File: config.mk
export PLATFORM = sky130hd
export DESIGN_NAME = slcan_command_parser_unit
export DESIGN_NICKNAME = d
export VERILOG_FILES = /design/src/rtl/scp_pkg.sv /design/src/rtl/slcan_command_parser_unit.sv /design/src/rtl/scp_parser.sv /design/src/rtl/scp_reply.sv
export SDC_FILE = /design/constraint.sdc
export NUM_CORES = 1
export LEC_CHECK = 0
export BUFFER_PORTS_ARGS = -buffer_cell sky130_fd_sc_hd__clkbuf_2
export CAP_MARGIN = 40
export CORE_UTILIZATION = 60
export CTS_BUF_LIST = sky130_fd_sc_hd__clkbuf_2
export CTS_CLUSTER_DIAMETER = 30
export DETAILED_ROUTE_END_ITERATION = 10
export GPL_TIMING_DRIVEN = 1
export HOLD_SLACK_MARGIN = 0.03
export PLACE_DENSITY = 0.82
export SKIP_CTS_REPAIR_TIMING = 1
export SYNTH_ARGS = -nofsm -noshare
export SYNTH_HDL_FRONTEND = slang
export SYNTH_HIERARCHICAL = 1
export SYNTH_SLANG_ARGS = --single-unit
export TNS_END_PERCENT = 50
File: constraint.sdc
create_clock -name clk_i -period 6 [get_ports clk_i]
set_clock_uncertainty 0.15 [all_clocks]
set_input_delay 0 -clock clk_i [delete_from_list [all_inputs] [get_ports clk_i]]
set_output_delay 0 -clock clk_i [all_outputs]
set_load 0.005 [all_outputs]
File: src/rtl/scp_pkg.sv
// Shared types, codes and reply string tables for the serial-line CAN command parser.
`timescale 1ns / 1ps
`default_nettype none
package scp_pkg;

  localparam logic [7:0] CH_CR  = 8'd13;
  localparam logic [7:0] CH_BEL = 8'd7;

  localparam int unsigned KIND_W = 3;
  localparam int unsigned IDX_W  = 3;

  // reply kinds
  localparam logic [KIND_W-1:0] KIND_ACK    = 3'd0;
  localparam logic [KIND_W-1:0] KIND_NACK   = 3'd1;
  localparam logic [KIND_W-1:0] KIND_VER    = 3'd2;
  localparam logic [KIND_W-1:0] KIND_VER_SW = 3'd3;
  localparam logic [KIND_W-1:0] KIND_SERIAL = 3'd4;
  localparam logic [KIND_W-1:0] KIND_FLAGS  = 3'd5;

  typedef struct packed {
    logic [KIND_W-1:0] kind;
    logic              frame_valid;
    logic [28:0]       frame_id;
    logic              frame_extended;
    logic              frame_remote;
    logic [3:0]        frame_length;
    logic [63:0]       frame_data;
    logic              timestamp_on;
    logic              bus_open;
  } reply_req_t;

  function automatic logic [IDX_W-1:0] reply_last_idx(input logic [KIND_W-1:0] kind);
    logic [IDX_W-1:0] r;
    case (kind)
      KIND_VER, KIND_VER_SW, KIND_SERIAL: r = 3'd5;
      KIND_FLAGS:                         r = 3'd3;
      default:                            r = 3'd0;
    endcase
    return r;
  endfunction

  function automatic logic [7:0] reply_byte(input logic [KIND_W-1:0] kind,
                                            input logic [IDX_W-1:0]  idx);
    logic [7:0] b;
    b = CH_CR;
    case (kind)
      KIND_NACK: b = CH_BEL;
      KIND_VER: begin
        case (idx)
          3'd0:    b = "V";
          3'd1:    b = "1";
          3'd2:    b = "0";
          3'd3:    b = "1";
          3'd4:    b = "3";
          default: b = CH_CR;
        endcase
      end
      KIND_VER_SW: begin
        case (idx)
          3'd0:    b = "v";
          3'd1:    b = "1";
          3'd2:    b = "0";
          3'd3:    b = "1";
          3'd4:    b = "4";
          default: b = CH_CR;
        endcase
      end
      KIND_SERIAL: begin
        case (idx)
          3'd0:    b = "N";
          3'd1:    b = "4";
          3'd2:    b = "2";
          3'd3:    b = "4";
          3'd4:    b = "2";
          default: b = CH_CR;
        endcase
      end
      KIND_FLAGS: begin
        case (idx)
          3'd0:    b = "F";
          3'd1:    b = "0";
          3'd2:    b = "0";
          default: b = CH_CR;
        endcase
      end
      default: b = CH_CR;
    endcase
    return b;
  endfunction

endpackage
`default_nettype wire

File: src/rtl/slcan_command_parser_unit.sv
// Top level of the serial-line CAN ASCII command parser.
// Takes one received character per cycle and parses CR-terminated command lines.
// A character that does not end a line produces nothing. The CR of a started
// line loads that line's reply (1 to 6 bytes) into the reply register, which sends
// one byte per cycle while out_ready_i is high; input stalls while a reply is
// pending and opens again in the cycle its final byte is taken. A t, T, r or R
// frame travels with its single acknowledge byte; timestamp_on_o and bus_open_o
// give the flags as left by the line being answered.
`timescale 1ns / 1ps
`default_nettype none
module slcan_command_parser_unit (
  input  wire logic        clk_i,
  input  wire logic        rst_ni,
  input  wire logic        in_valid_i,
  output logic             in_ready_o,
  input  wire logic [7:0]  rx_char_i,
  output logic             out_valid_o,
  input  wire logic        out_ready_i,
  output logic [7:0]       reply_char_o,
  output logic             last_o,
  output logic             frame_valid_o,
  output logic [28:0]      frame_id_o,
  output logic             frame_extended_o,
  output logic             frame_remote_o,
  output logic [3:0]       frame_length_o,
  output logic [63:0]      frame_data_o,
  output logic             timestamp_on_o,
  output logic             bus_open_o
);
  import scp_pkg::*;

  logic       accept;
  logic       req_valid;
  logic       can_load;
  reply_req_t req;
  reply_req_t cur;

  assign in_ready_o = can_load;
  assign accept     = in_valid_i && can_load;

  scp_parser u_parser (
    .clk_i       (clk_i),
    .rst_ni      (rst_ni),
    .accept_i    (accept),
    .rx_char_i   (rx_char_i),
    .req_valid_o (req_valid),
    .req_o       (req)
  );

  scp_reply u_reply (
    .clk_i        (clk_i),
    .rst_ni       (rst_ni),
    .load_i       (req_valid),
    .req_i        (req),
    .can_load_o   (can_load),
    .out_valid_o  (out_valid_o),
    .out_ready_i  (out_ready_i),
    .reply_char_o (reply_char_o),
    .last_o       (last_o),
    .cur_o        (cur)
  );

  assign frame_valid_o    = cur.frame_valid;
  assign frame_id_o       = cur.frame_id;
  assign frame_extended_o = cur.frame_extended;
  assign frame_remote_o   = cur.frame_remote;
  assign frame_length_o   = cur.frame_length;
  assign frame_data_o     = cur.frame_data;
  assign timestamp_on_o   = cur.timestamp_on;
  assign bus_open_o       = cur.bus_open;

  // a frame always rides on a lone acknowledge
  a_frame_on_ack: assert property (@(posedge clk_i) disable iff (!rst_ni)
    (out_valid_o && frame_valid_o) |-> (reply_char_o == CH_CR && last_o))
    else $error("frame without single ack byte");

  a_frame_len: assert property (@(posedge clk_i) disable iff (!rst_ni)
    (out_valid_o && frame_valid_o) |-> (frame_length_o <= 4'd8))
    else $error("frame length above 8");

  // input only stalls behind a pending reply
  a_stall_cause: assert property (@(posedge clk_i) disable iff (!rst_ni)
    !in_ready_o |-> out_valid_o)
    else $error("input stalled with no reply pending");

  // a multi-byte reply continues after a non-final byte is taken
  a_reply_continues: assert property (@(posedge clk_i) disable iff (!rst_ni)
    (out_valid_o && out_ready_i && !last_o) |=> out_valid_o)
    else $error("reply cut short");

endmodule
`default_nettype wire

File: src/rtl/scp_parser.sv
// Line parser: command letter, position and hex field accumulators, reply decode on CR.
`timescale 1ns / 1ps
`default_nettype none
module scp_parser (
  input  wire logic              clk_i,
  input  wire logic              rst_ni,
  input  wire logic              accept_i,
  input  wire logic [7:0]        rx_char_i,
  output logic                   req_valid_o,
  output scp_pkg::reply_req_t    req_o
);
  import scp_pkg::*;

  logic [7:0]  cmd_q, cmd_d;
  logic [4:0]  pos_q, pos_d;
  logic [31:0] id_q, id_d;
  logic [3:0]  len_q, len_d;
  logic        len_ok_q, len_ok_d;
  logic [63:0] data_q, data_d;
  logic        sec_q, sec_d;
  logic        ts_q, ts_d;
  logic        open_q, open_d;

  logic        is_cr, cmd_zero, is_std, is_ext, is_data_cmd;
  logic [4:0]  id_len;
  logic        hex_ok;
  logic [3:0]  hex_nib;
  logic [4:0]  data_off;
  logic [3:0]  byte_k;
  logic [7:0]  old_byte;
  logic        sec_eff;
  logic        ts_new, open_new;
  reply_req_t  req;

  always_comb begin
    hex_ok  = 1'b1;
    hex_nib = 4'd0;
    if (rx_char_i >= "0" && rx_char_i <= "9") begin
      hex_nib = 4'(rx_char_i - "0");
    end else if (rx_char_i >= "A" && rx_char_i <= "F") begin
      hex_nib = 4'(rx_char_i - "A" + 8'd10);
    end else if (rx_char_i >= "a" && rx_char_i <= "f") begin
      hex_nib = 4'(rx_char_i - "a" + 8'd10);
    end else begin
      hex_ok = 1'b0;
    end
  end

  assign is_cr       = (rx_char_i == CH_CR);
  assign cmd_zero    = (cmd_q == 8'd0);
  assign is_std      = (cmd_q == "t") || (cmd_q == "r");
  assign is_ext      = (cmd_q == "T") || (cmd_q == "R");
  assign is_data_cmd = (cmd_q == "t") || (cmd_q == "T");
  assign id_len      = is_ext ? 5'd8 : 5'd3;
  assign data_off    = pos_q - id_len - 5'd2;
  assign byte_k      = data_off[4:1];
  assign old_byte    = data_q[{byte_k[2:0], 3'b000} +: 8];
  assign sec_eff     = (pos_q == 5'd1) ? 1'b1 : sec_q;

  // reply decode for a CR that closes a started line
  always_comb begin
    req          = '0;
    req.kind     = KIND_NACK;
    ts_new       = ts_q;
    open_new     = open_q;
    case (cmd_q)
      "m", "M", "S", "U", "s": req.kind = KIND_ACK;
      "Z": begin
        ts_new   = sec_eff;
        req.kind = KIND_ACK;
      end
      "O": begin
        open_new = 1'b1;
        req.kind = KIND_ACK;
      end
      "C": begin
        open_new = 1'b0;
        req.kind = KIND_ACK;
      end
      "X": req.kind = sec_eff ? KIND_ACK : KIND_NACK;
      "V": req.kind = KIND_VER;
      "v": req.kind = KIND_VER_SW;
      "N": req.kind = KIND_SERIAL;
      "F": req.kind = KIND_FLAGS;
      "t", "T", "r", "R": begin
        if (len_ok_q) begin
          req.kind           = KIND_ACK;
          req.frame_valid    = 1'b1;
          req.frame_extended = is_ext;
          req.frame_remote   = (cmd_q == "r") || (cmd_q == "R");
          req.frame_id       = is_ext ? id_q[28:0] : {18'd0, id_q[10:0]};
          req.frame_length   = len_q;
          req.frame_data     = req.frame_remote ? 64'd0 : data_q;
        end
      end
      default: req.kind = KIND_NACK;
    endcase
    req.timestamp_on = ts_new;
    req.bus_open     = open_new;
  end

  assign req_valid_o = accept_i && is_cr && !cmd_zero;
  assign req_o       = req;

  always_comb begin
    cmd_d    = cmd_q;
    pos_d    = pos_q;
    id_d     = id_q;
    len_d    = len_q;
    len_ok_d = len_ok_q;
    data_d   = data_q;
    sec_d    = sec_q;
    ts_d     = ts_q;
    open_d   = open_q;
    if (accept_i) begin
      if (!is_cr) begin
        if (cmd_zero) begin
          // a zero byte starts no line
          if (rx_char_i != 8'd0) begin
            cmd_d    = rx_char_i;
            pos_d    = 5'd1;
            id_d     = '0;
            len_d    = '0;
            len_ok_d = 1'b0;
            data_d   = '0;
            sec_d    = 1'b0;
          end
        end else begin
          if (cmd_q == "Z" || cmd_q == "X") begin
            if (pos_q == 5'd1) sec_d = rx_char_i[0];
          end else if (is_std || is_ext) begin
            if (pos_q >= 5'd1 && pos_q <= id_len) begin
              if (hex_ok) id_d = {id_q[27:0], hex_nib};
            end else if (pos_q == id_len + 5'd1) begin
              len_ok_d = (rx_char_i >= "0") && (rx_char_i <= "8");
              len_d    = len_ok_d ? 4'(rx_char_i - "0") : 4'd0;
            end else if (pos_q > id_len + 5'd1 && len_ok_q && is_data_cmd) begin
              // shift the nibble into data byte k
              if (byte_k < len_q && hex_ok) begin
                data_d[{byte_k[2:0], 3'b000} +: 8] = {old_byte[3:0], hex_nib};
              end
            end
          end
          if (pos_q != 5'd31) pos_d = pos_q + 5'd1;
        end
      end else if (!cmd_zero) begin
        cmd_d    = '0;
        pos_d    = '0;
        id_d     = '0;
        len_d    = '0;
        len_ok_d = 1'b0;
        data_d   = '0;
        sec_d    = 1'b0;
        ts_d     = ts_new;
        open_d   = open_new;
      end
    end
  end

  always_ff @(posedge clk_i or negedge rst_ni) begin
    if (!rst_ni) begin
      cmd_q    <= '0;
      pos_q    <= '0;
      id_q     <= '0;
      len_q    <= '0;
      len_ok_q <= 1'b0;
      data_q   <= '0;
      sec_q    <= 1'b0;
      ts_q     <= 1'b0;
      open_q   <= 1'b0;
    end else begin
      cmd_q    <= cmd_d;
      pos_q    <= pos_d;
      id_q     <= id_d;
      len_q    <= len_d;
      len_ok_q <= len_ok_d;
      data_q   <= data_d;
      sec_q    <= sec_d;
      ts_q     <= ts_d;
      open_q   <= open_d;
    end
  end

endmodule
`default_nettype wire

File: src/rtl/scp_reply.sv
// Reply register: holds one line's reply and sends its bytes one per cycle while out_ready_i is high.
`timescale 1ns / 1ps
`default_nettype none
module scp_reply (
  input  wire logic              clk_i,
  input  wire logic              rst_ni,
  input  wire logic              load_i,
  input  wire scp_pkg::reply_req_t req_i,
  output logic                   can_load_o,
  output logic                   out_valid_o,
  input  wire logic              out_ready_i,
  output logic [7:0]             reply_char_o,
  output logic                   last_o,
  output scp_pkg::reply_req_t    cur_o
);
  import scp_pkg::*;

  logic             busy_q, busy_d;
  logic [IDX_W-1:0] idx_q, idx_d;
  reply_req_t       req_q, req_d;
  logic             is_last, take;

  assign is_last      = (idx_q == reply_last_idx(req_q.kind));
  assign take         = busy_q && out_ready_i;
  assign can_load_o   = !busy_q || (out_ready_i && is_last);
  assign out_valid_o  = busy_q;
  assign reply_char_o = reply_byte(req_q.kind, idx_q);
  assign last_o       = is_last;
  assign cur_o        = req_q;

  always_comb begin
    busy_d = busy_q;
    idx_d  = idx_q;
    req_d  = req_q;
    if (load_i) begin
      busy_d = 1'b1;
      idx_d  = '0;
      req_d  = req_i;
    end else if (take) begin
      if (is_last) begin
        busy_d = 1'b0;
      end else begin
        idx_d = idx_q + 3'd1;
      end
    end
  end

  always_ff @(posedge clk_i or negedge rst_ni) begin
    if (!rst_ni) begin
      busy_q <= 1'b0;
      idx_q  <= '0;
    end else begin
      busy_q <= busy_d;
      idx_q  <= idx_d;
    end
  end

  always_ff @(posedge clk_i) begin
    req_q <= req_d;
  end

endmodule
`default_nettype wire

Word level (Yosys, flattened, before mapping)
Index checks and enable logic that the tools add are counted.

cells by class
  add/sub/neg operators = 11
  multiply operators = 0
  div/mod/pow operators = 0
  $lt $le $gt $ge = 11
  equal/unequal tests = 37
  shift operators = 3
  muxes and demuxes = 76
  bitwise gates (word level) = 3
  reduce and logical (&&, ||, !) cells = 56

operators with widths
  kind                      count
  $mux W64                  11
  $mux W29                  9
  $eq A8 B7 Y1 const B      17
  $mux W101                 1
  $bwmux W64                1
  $shift A8 B8 Y64 const A  1
  $shiftx A64 B7 Y4         1
  $shiftx A8 B8 Y64         1
  $pmux W7 S4               2
  $mux W4                   13
  $pmux W8 S5               1
  $mux W8                   4
  $reduce_bool A3 Y1        9
  $mux W5                   5
  $mux W1                   21
  $pmux W3 S7               1
  $pmux W7 S3               1
  $ge A8 B7 Y1 const B      2
  $le A8 B6 Y1 const B      2
  $le A8 B7 Y1 const B      2
  $pmux W7 S2               1
  $reduce_and A7 Y1         2
  $logic_and A1 B1 Y1       13
  $eq A3 B2 Y1 const B      4
  40 further kinds          72

word-level totals
  register bits = 223
  latch bits = 0
  RAM bits = 0
  bits in read-only memories = 0
  input bits = 12
  output and inout port bits = 113
  memories = 0

Longest topological paths before layout
  depth in word-level cells = 16
  gate-level depth with buffers = 21
  depth with buffers taken out = 17

By module
The synthesis kept the hierarchy.

by module, submodules not included
  module                     instances  cells each  area an instance (um^2)  seq. area each (um^2)
  scp_parser                 1          673         6593.8                   2852.7
  scp_reply                  1          189         3804.9                   3253.1
  slcan_command_parser_unit  1          1           6.3                      0.0

Worst setup path before layout
No wires, ideal clock.

  kind = register -> register
  from = register u_parser.cmd_q[3]
  to = register u_parser.data_q[18]
  data arrival time = 4761 ps
  path slack = 1003 ps
  cell stages (with the launch flop) = 21
  cells stage by stage = dfrtp_1 -> nand4bb_1 -> nor3_2 -> inv_1 -> nor2_1 -> inv_1 -> ha_1 -> inv_1 -> ha_1 -> inv_1 -> fa_1 -> clkbuf_1 -> inv_1 -> ha_1 -> a21oi_1 -> maj3_1 -> o21bai_1 -> clkbuf_1 -> o21ai_1 -> clkbuf_1 -> o211ai_1

on the way
  word-level cells in the longest chain between the ends = 16

RTL lines
  what                                                          RTL line                             RTL
  start: declaration                                            scp_parser.sv:14                     logic [7:0] cmd_q, cmd_d;
  start signal: assignment                                      scp_parser.sv:172                    cmd_q <= cmd_d;
  $eq A8 B7 Y1 (on tied branches)                               scp_parser.sv:52, scp_parser.sv:53
  $logic_or A1 B1 Y1                                            scp_parser.sv:52                     assign is_ext = (cmd_q == "T") || (cmd_q == "R");
  $mux W4                                                       scp_parser.sv:54                     assign id_len = is_ext ? 5'd8 : 5'd3;
  $sub A5 B5 Y5                                                 scp_parser.sv:55                     assign data_off = pos_q - id_len - 5'd2;
  $sub A5 B2 Y5                                                 scp_parser.sv:55
  $shiftx A64 B7 Y4 / $neg A6 Y8 (equally long branches)        scp_parser.sv:57, scp_parser.sv:140
  $shiftx A8 B8 Y64 / $shift A8 B8 Y64 (equally long branches)  scp_parser.sv:140                    data_d[{byte_k[2:0], 3'b000} +: 8] = {old_byte[3:0], hex_nib};
  $bwmux W64                                                    scp_parser.sv:140
  $mux W64                                                      scp_parser.sv:139                    if (byte_k < len_q && hex_ok) begin
  $mux W64                                                      scp_parser.sv:137                    end else if (pos_q > id_len + 5'd1 && len_ok_q && is_data_cmd) begin
  $mux W64                                                      scp_parser.sv:134                    end else if (pos_q == id_len + 5'd1) begin
  $mux W64                                                      scp_parser.sv:132                    if (pos_q >= 5'd1 && pos_q <= id_len) begin
  $mux W64                                                      scp_parser.sv:131                    end else if (is_std || is_ext) begin
  $mux W64                                                      scp_parser.sv:129                    if (cmd_q == "Z" || cmd_q == "X") begin
  $mux W64                                                      scp_parser.sv:117                    if (cmd_zero) begin
  $mux W64                                                      scp_parser.sv:116                    if (!is_cr) begin
  end signal: assignment                                        scp_parser.sv:177                    data_q <= data_d;
  end: declaration                                              scp_parser.sv:19                     logic [63:0] data_q, data_d;

Several ways; a longest one is shown, not always the timed one. The select of a mux whose other input is x is not followed.
A chain may end at the register's enable or synchronous reset.

Worst setup path after layout
  from = register u_parser.cmd_q[4]
  to = register u_parser.data_q[46]

Same word-level chain as after synthesis.

==> impl_metrics.csv <==
group,metric,value,unit
logic_synthesis,yosysMostFrequentCell,"dfrtp_1",
sta,fmax,187,MHz
pwr,p_comb_frac,0.359,
logic_synthesis,synth_top_family_by_area,"simple AND/OR/NAND/NOR gates",
logic_synthesis,synth_top_area_frac,0.303,
floorplan,dieHeight,134,um
logic_synthesis,ys.flop_type,"dfrtp_1",
placement,io_buffers,123,
status,status,"finished clean",
sta,slew_viol_final,0,
pwr,p_seq_frac,0.400,
critical_path,crit_required,6.58,ns
cts,ctsHtreeMaxLevel,2,
routing,dr_total_vias,7945,
pwr,p_int,2760,uW
logic_synthesis,syn_avg_cell_area,12.1,um^2
logic_synthesis,postSynthNetCount,901,
critical_path,cpPeakStageDelay,0.62,ns
critical_path,cp_data_arrival_time,5.92,ns
critical_path,path_max_fanout,21,
logic_synthesis,synth_top_cell_by_area,"edfxtp_1",
cts,clkTransAtPathRegs,0.13,ns
routing,wirelength,24300,um
critical_path,worst_setup_path_end_kind,"flop",
placement,hpwl,15600,um
placement,dpl_cell_area,0.0112,mm^2
global_route,antenna_found_initial,1,
critical_path,rr_worst_depth,19,
sta,fin_tns_setup,0,ns
routing,final_antenna_net_count,0,
cells_and_area,num-fill-cells,1140,
floorplan,coreArea,0.0168,mm^2
pwr,power.density,368,mW/mm^2
cts,cts_made_buffers,53,
cts,cts-root-buf,"clkbuf_2",
critical_path,critPathMostFrequentCell,"inv_1",
global_route,grt_pass1_wl,37200,um
cells_and_area,drive_gt1_frac,0.243,
sta,rsz0062_at_grt,"no",
cts,cts_sinks,223,
cells_and_area,num-nets-final,1073,
sta,tightestPinTransition,0.901,ns
critical_path,critPathKind,"flop to flop",
cts,worstSkewPairLatency,0.85,ns
global_route,grt_util_met3,0.0609,
worst_hold_path,hp-class,"primary input to flop",
placement,gp_congestion,0.888,
sta,finalCritPeriodShare,0.890,
logic_synthesis,synth-xor-area-share,0.00505,
routing,drcViolationCount,0,
global_route,grt_util_met2,0.410,
sta,worst_slew_margin_rel,0.400,
routing,drtIter0Drc,686,
logic_synthesis,synth_adder_area_share,0.0329,
logic_synthesis,synth_seq_cells,223,
logic_synthesis,muxShareOfSynthArea,0.0284,
routing,viasPerCell,6.11,
critical_path,regToRegSetupSlack,0.66,ns
sta,hold_violations,0,
global_route,busiest_layer,"met2",
floorplan,row_count,47,
pwr,switching_share,0.382,
floorplan,chipWidth,134,um
run,maxCapViolations,0,
pwr,ir_drop,226,uV
global_route,grt.total_usage,0.266,
logic_synthesis,async_reset_ff_frac,0.529,
floorplan,die-area,0.0179,mm^2
routing,wl_per_cell,18.7,um
global_route,first_global_vias,7320,
cts,cts_max_path_buffers,3,
logic_synthesis,synth_cells,863,
logic_synthesis,syn_area,0.0104,mm^2
logic_synthesis,ys_types,76,
floorplan,ios,125,
global_route,grt_max_degree,66,
critical_path,slowest_stage,"a31oi_1",
sta,finalSetupViolCount,0,
logic_synthesis,synth_compound_area_frac,0.150,
floorplan,initial_core_util,0.621,
logic_synthesis,yosys-top-cells-area,"edfxtp_1, dfrtp_1, and3_1",
pwr,clkPwrFrac,0.242,
logic_synthesis,synth_commonest_cells,"dfrtp_1, edfxtp_1, and3_1",
cts,cts_tree,"done",
logic_synthesis,synth_edf_count,105,
critical_path,cp_cell_sequence,"nand4bb_1 > nor3_2 > buf_4 > inv_1 > nor2_1 > inv_1 > ha_1 > inv_1 > ha_1 > inv_1 > fa_1 > buf_4 > inv_1 > ha_1 > a21oi_1 > maj3_1 > o21ba_2 > a31oi_1 > o2bb2ai_1",
pwr,leakagePower,0.00589,uW
critical_path,worstSetupStartpointType,"flop",
cells_and_area,final_area,0.0121,mm^2
routing,firstDrtPassIters,5,
cells_and_area,area_growth,16.7,%
pwr,p_switching,1710,uW
worst_hold_path,min_path_cells,4,
global_route,use_met1,0.373,
logic_synthesis,yosys_warnings,6,
logic_synthesis,synth_simple_gate_area_frac,0.151,
global_route,gr-total-overflow,0,
logic_synthesis,ys_seq_area_frac,0.587,
sta,layout_min_cycle_time,5.34,ns
==> placed cells by master (no fill, tap or decap), drive strengths merged, types with 7 or more instances in the layout <==
cell	instances
o31ai	8
a21oi	13
o21ai	35
mux4	8
a22o	35
o211ai	17
nand3	9
edfxtp	105
nand2	47
a32oi	7
inv	51
dfrtp	118
o2bb2ai	40
a31oi	13
dlygate4sd3	32
and2	27
clkbuf	196
mux2i	7
clkinv	21
buf	23
nor3	14
nand2b	8
and3	88
nor2	28
ha	25
==> kinds of logic (layout without fill, tap and decap cells) <==
group | after synthesis | in the layout
buffers and inverters | 110 | 327
adders and majority gates | 27 | 27
AOI/OAI and AO/OA | 206 | 206
other | 1 | 2
muxes | 19 | 19
DFF | 223 | 223
xor gates and xnor gates | 6 | 6
and+or+nand+nor | 271 | 271
==> flip-flops by register name, summed over array words and instances, names as in the netlist <==
signal               cells
u_parser/len_q           4
u_parser/ts_q            1
u_parser/id_q           29
u_parser/len_ok_q        1
u_parser/sec_q           1
u_parser/pos_q           5
u_parser/cmd_q           8
u_reply/idx_q            3
u_parser/open_q          1
u_reply/cur_o          105
u_parser/data_q         64
u_reply/out_valid_o      1
==> per-stage QoR <==
step	power (uW)	setup slack, ns	hold slack, ns	utilization	instances
6_report	4470	0.660	0.0933	0.724	1301
2_1_floorplan	2890	1.00	-0.446	-	863
4_1_cts	4390	0.762	-0.976	0.703	1266
3_5_place_dp	3320	0.804	-0.0455	0.669	1166
3_3_place_gp	3280	1.00	-0.0607	0.667	1163
5_1_grt	4720	0.364	0.0871	0.724	1301
==> power by group through the flow <==
stage / registers (uW) / logic (uW) / clock network, uW
6_report: 1780 / 1600 / 1080
3_3_place_gp: 1800 / 1470 / 0
2_1_floorplan: 1730 / 1160 / 0
3_5_place_dp: 1810 / 1510 / 0
5_1_grt: 1800 / 1740 / 1180
4_1_cts: 1780 / 1510 / 1100
==> worst max-delay path, delay by kind of cell (launching register included) <==
| kind | cells | cell delay [ns] |
|---|---|---|
| AOI/OAI and AO/OA | 4 | 1.25 |
| adders and majority gates | 5 | 1.61 |
| buffers and inverters | 7 | 0.88 |
| DFF | 1 | 0.56 |
| and+or+nand+nor | 3 | 0.78 |
==> path summary, 6_finish.rpt <==
kind                                      from                   to
max                          u_parser/cmd_q[4]  u_parser/data_q[46]
min                               rx_char_i[2]     u_parser/id_q[2]
max reg2reg                  u_parser/cmd_q[4]  u_parser/data_q[46]
min reg2reg                u_parser/data_q[29]  u_parser/data_q[29]
max in group asynchronous               rst_ni    u_parser/len_q[2]
min in group asynchronous               rst_ni    u_parser/cmd_q[4]
==> cell type report <==
class	instances	area (um^2)	share of cell area
Tap cell	220	275	0.0227
Timing Repair Buffer	177	1140	0.0936
Inverter	50	188	0.0155
Clock buffer	74	370	0.0305
Multi-Input combinational cell	530	3870	0.319
Clock inverter	26	193	0.0159
Antenna cell	1	2.50	0.000206
Sequential cell	223	6110	0.503
==> per-layer routing <==
metal,share of wire,routed length (um)
met1,0.43,10400
met2,0.46,11300
met3,0.076,1840
met4,0.031,749
met5,0,0
Note: power is estimated with default switching activity, not from simulation.
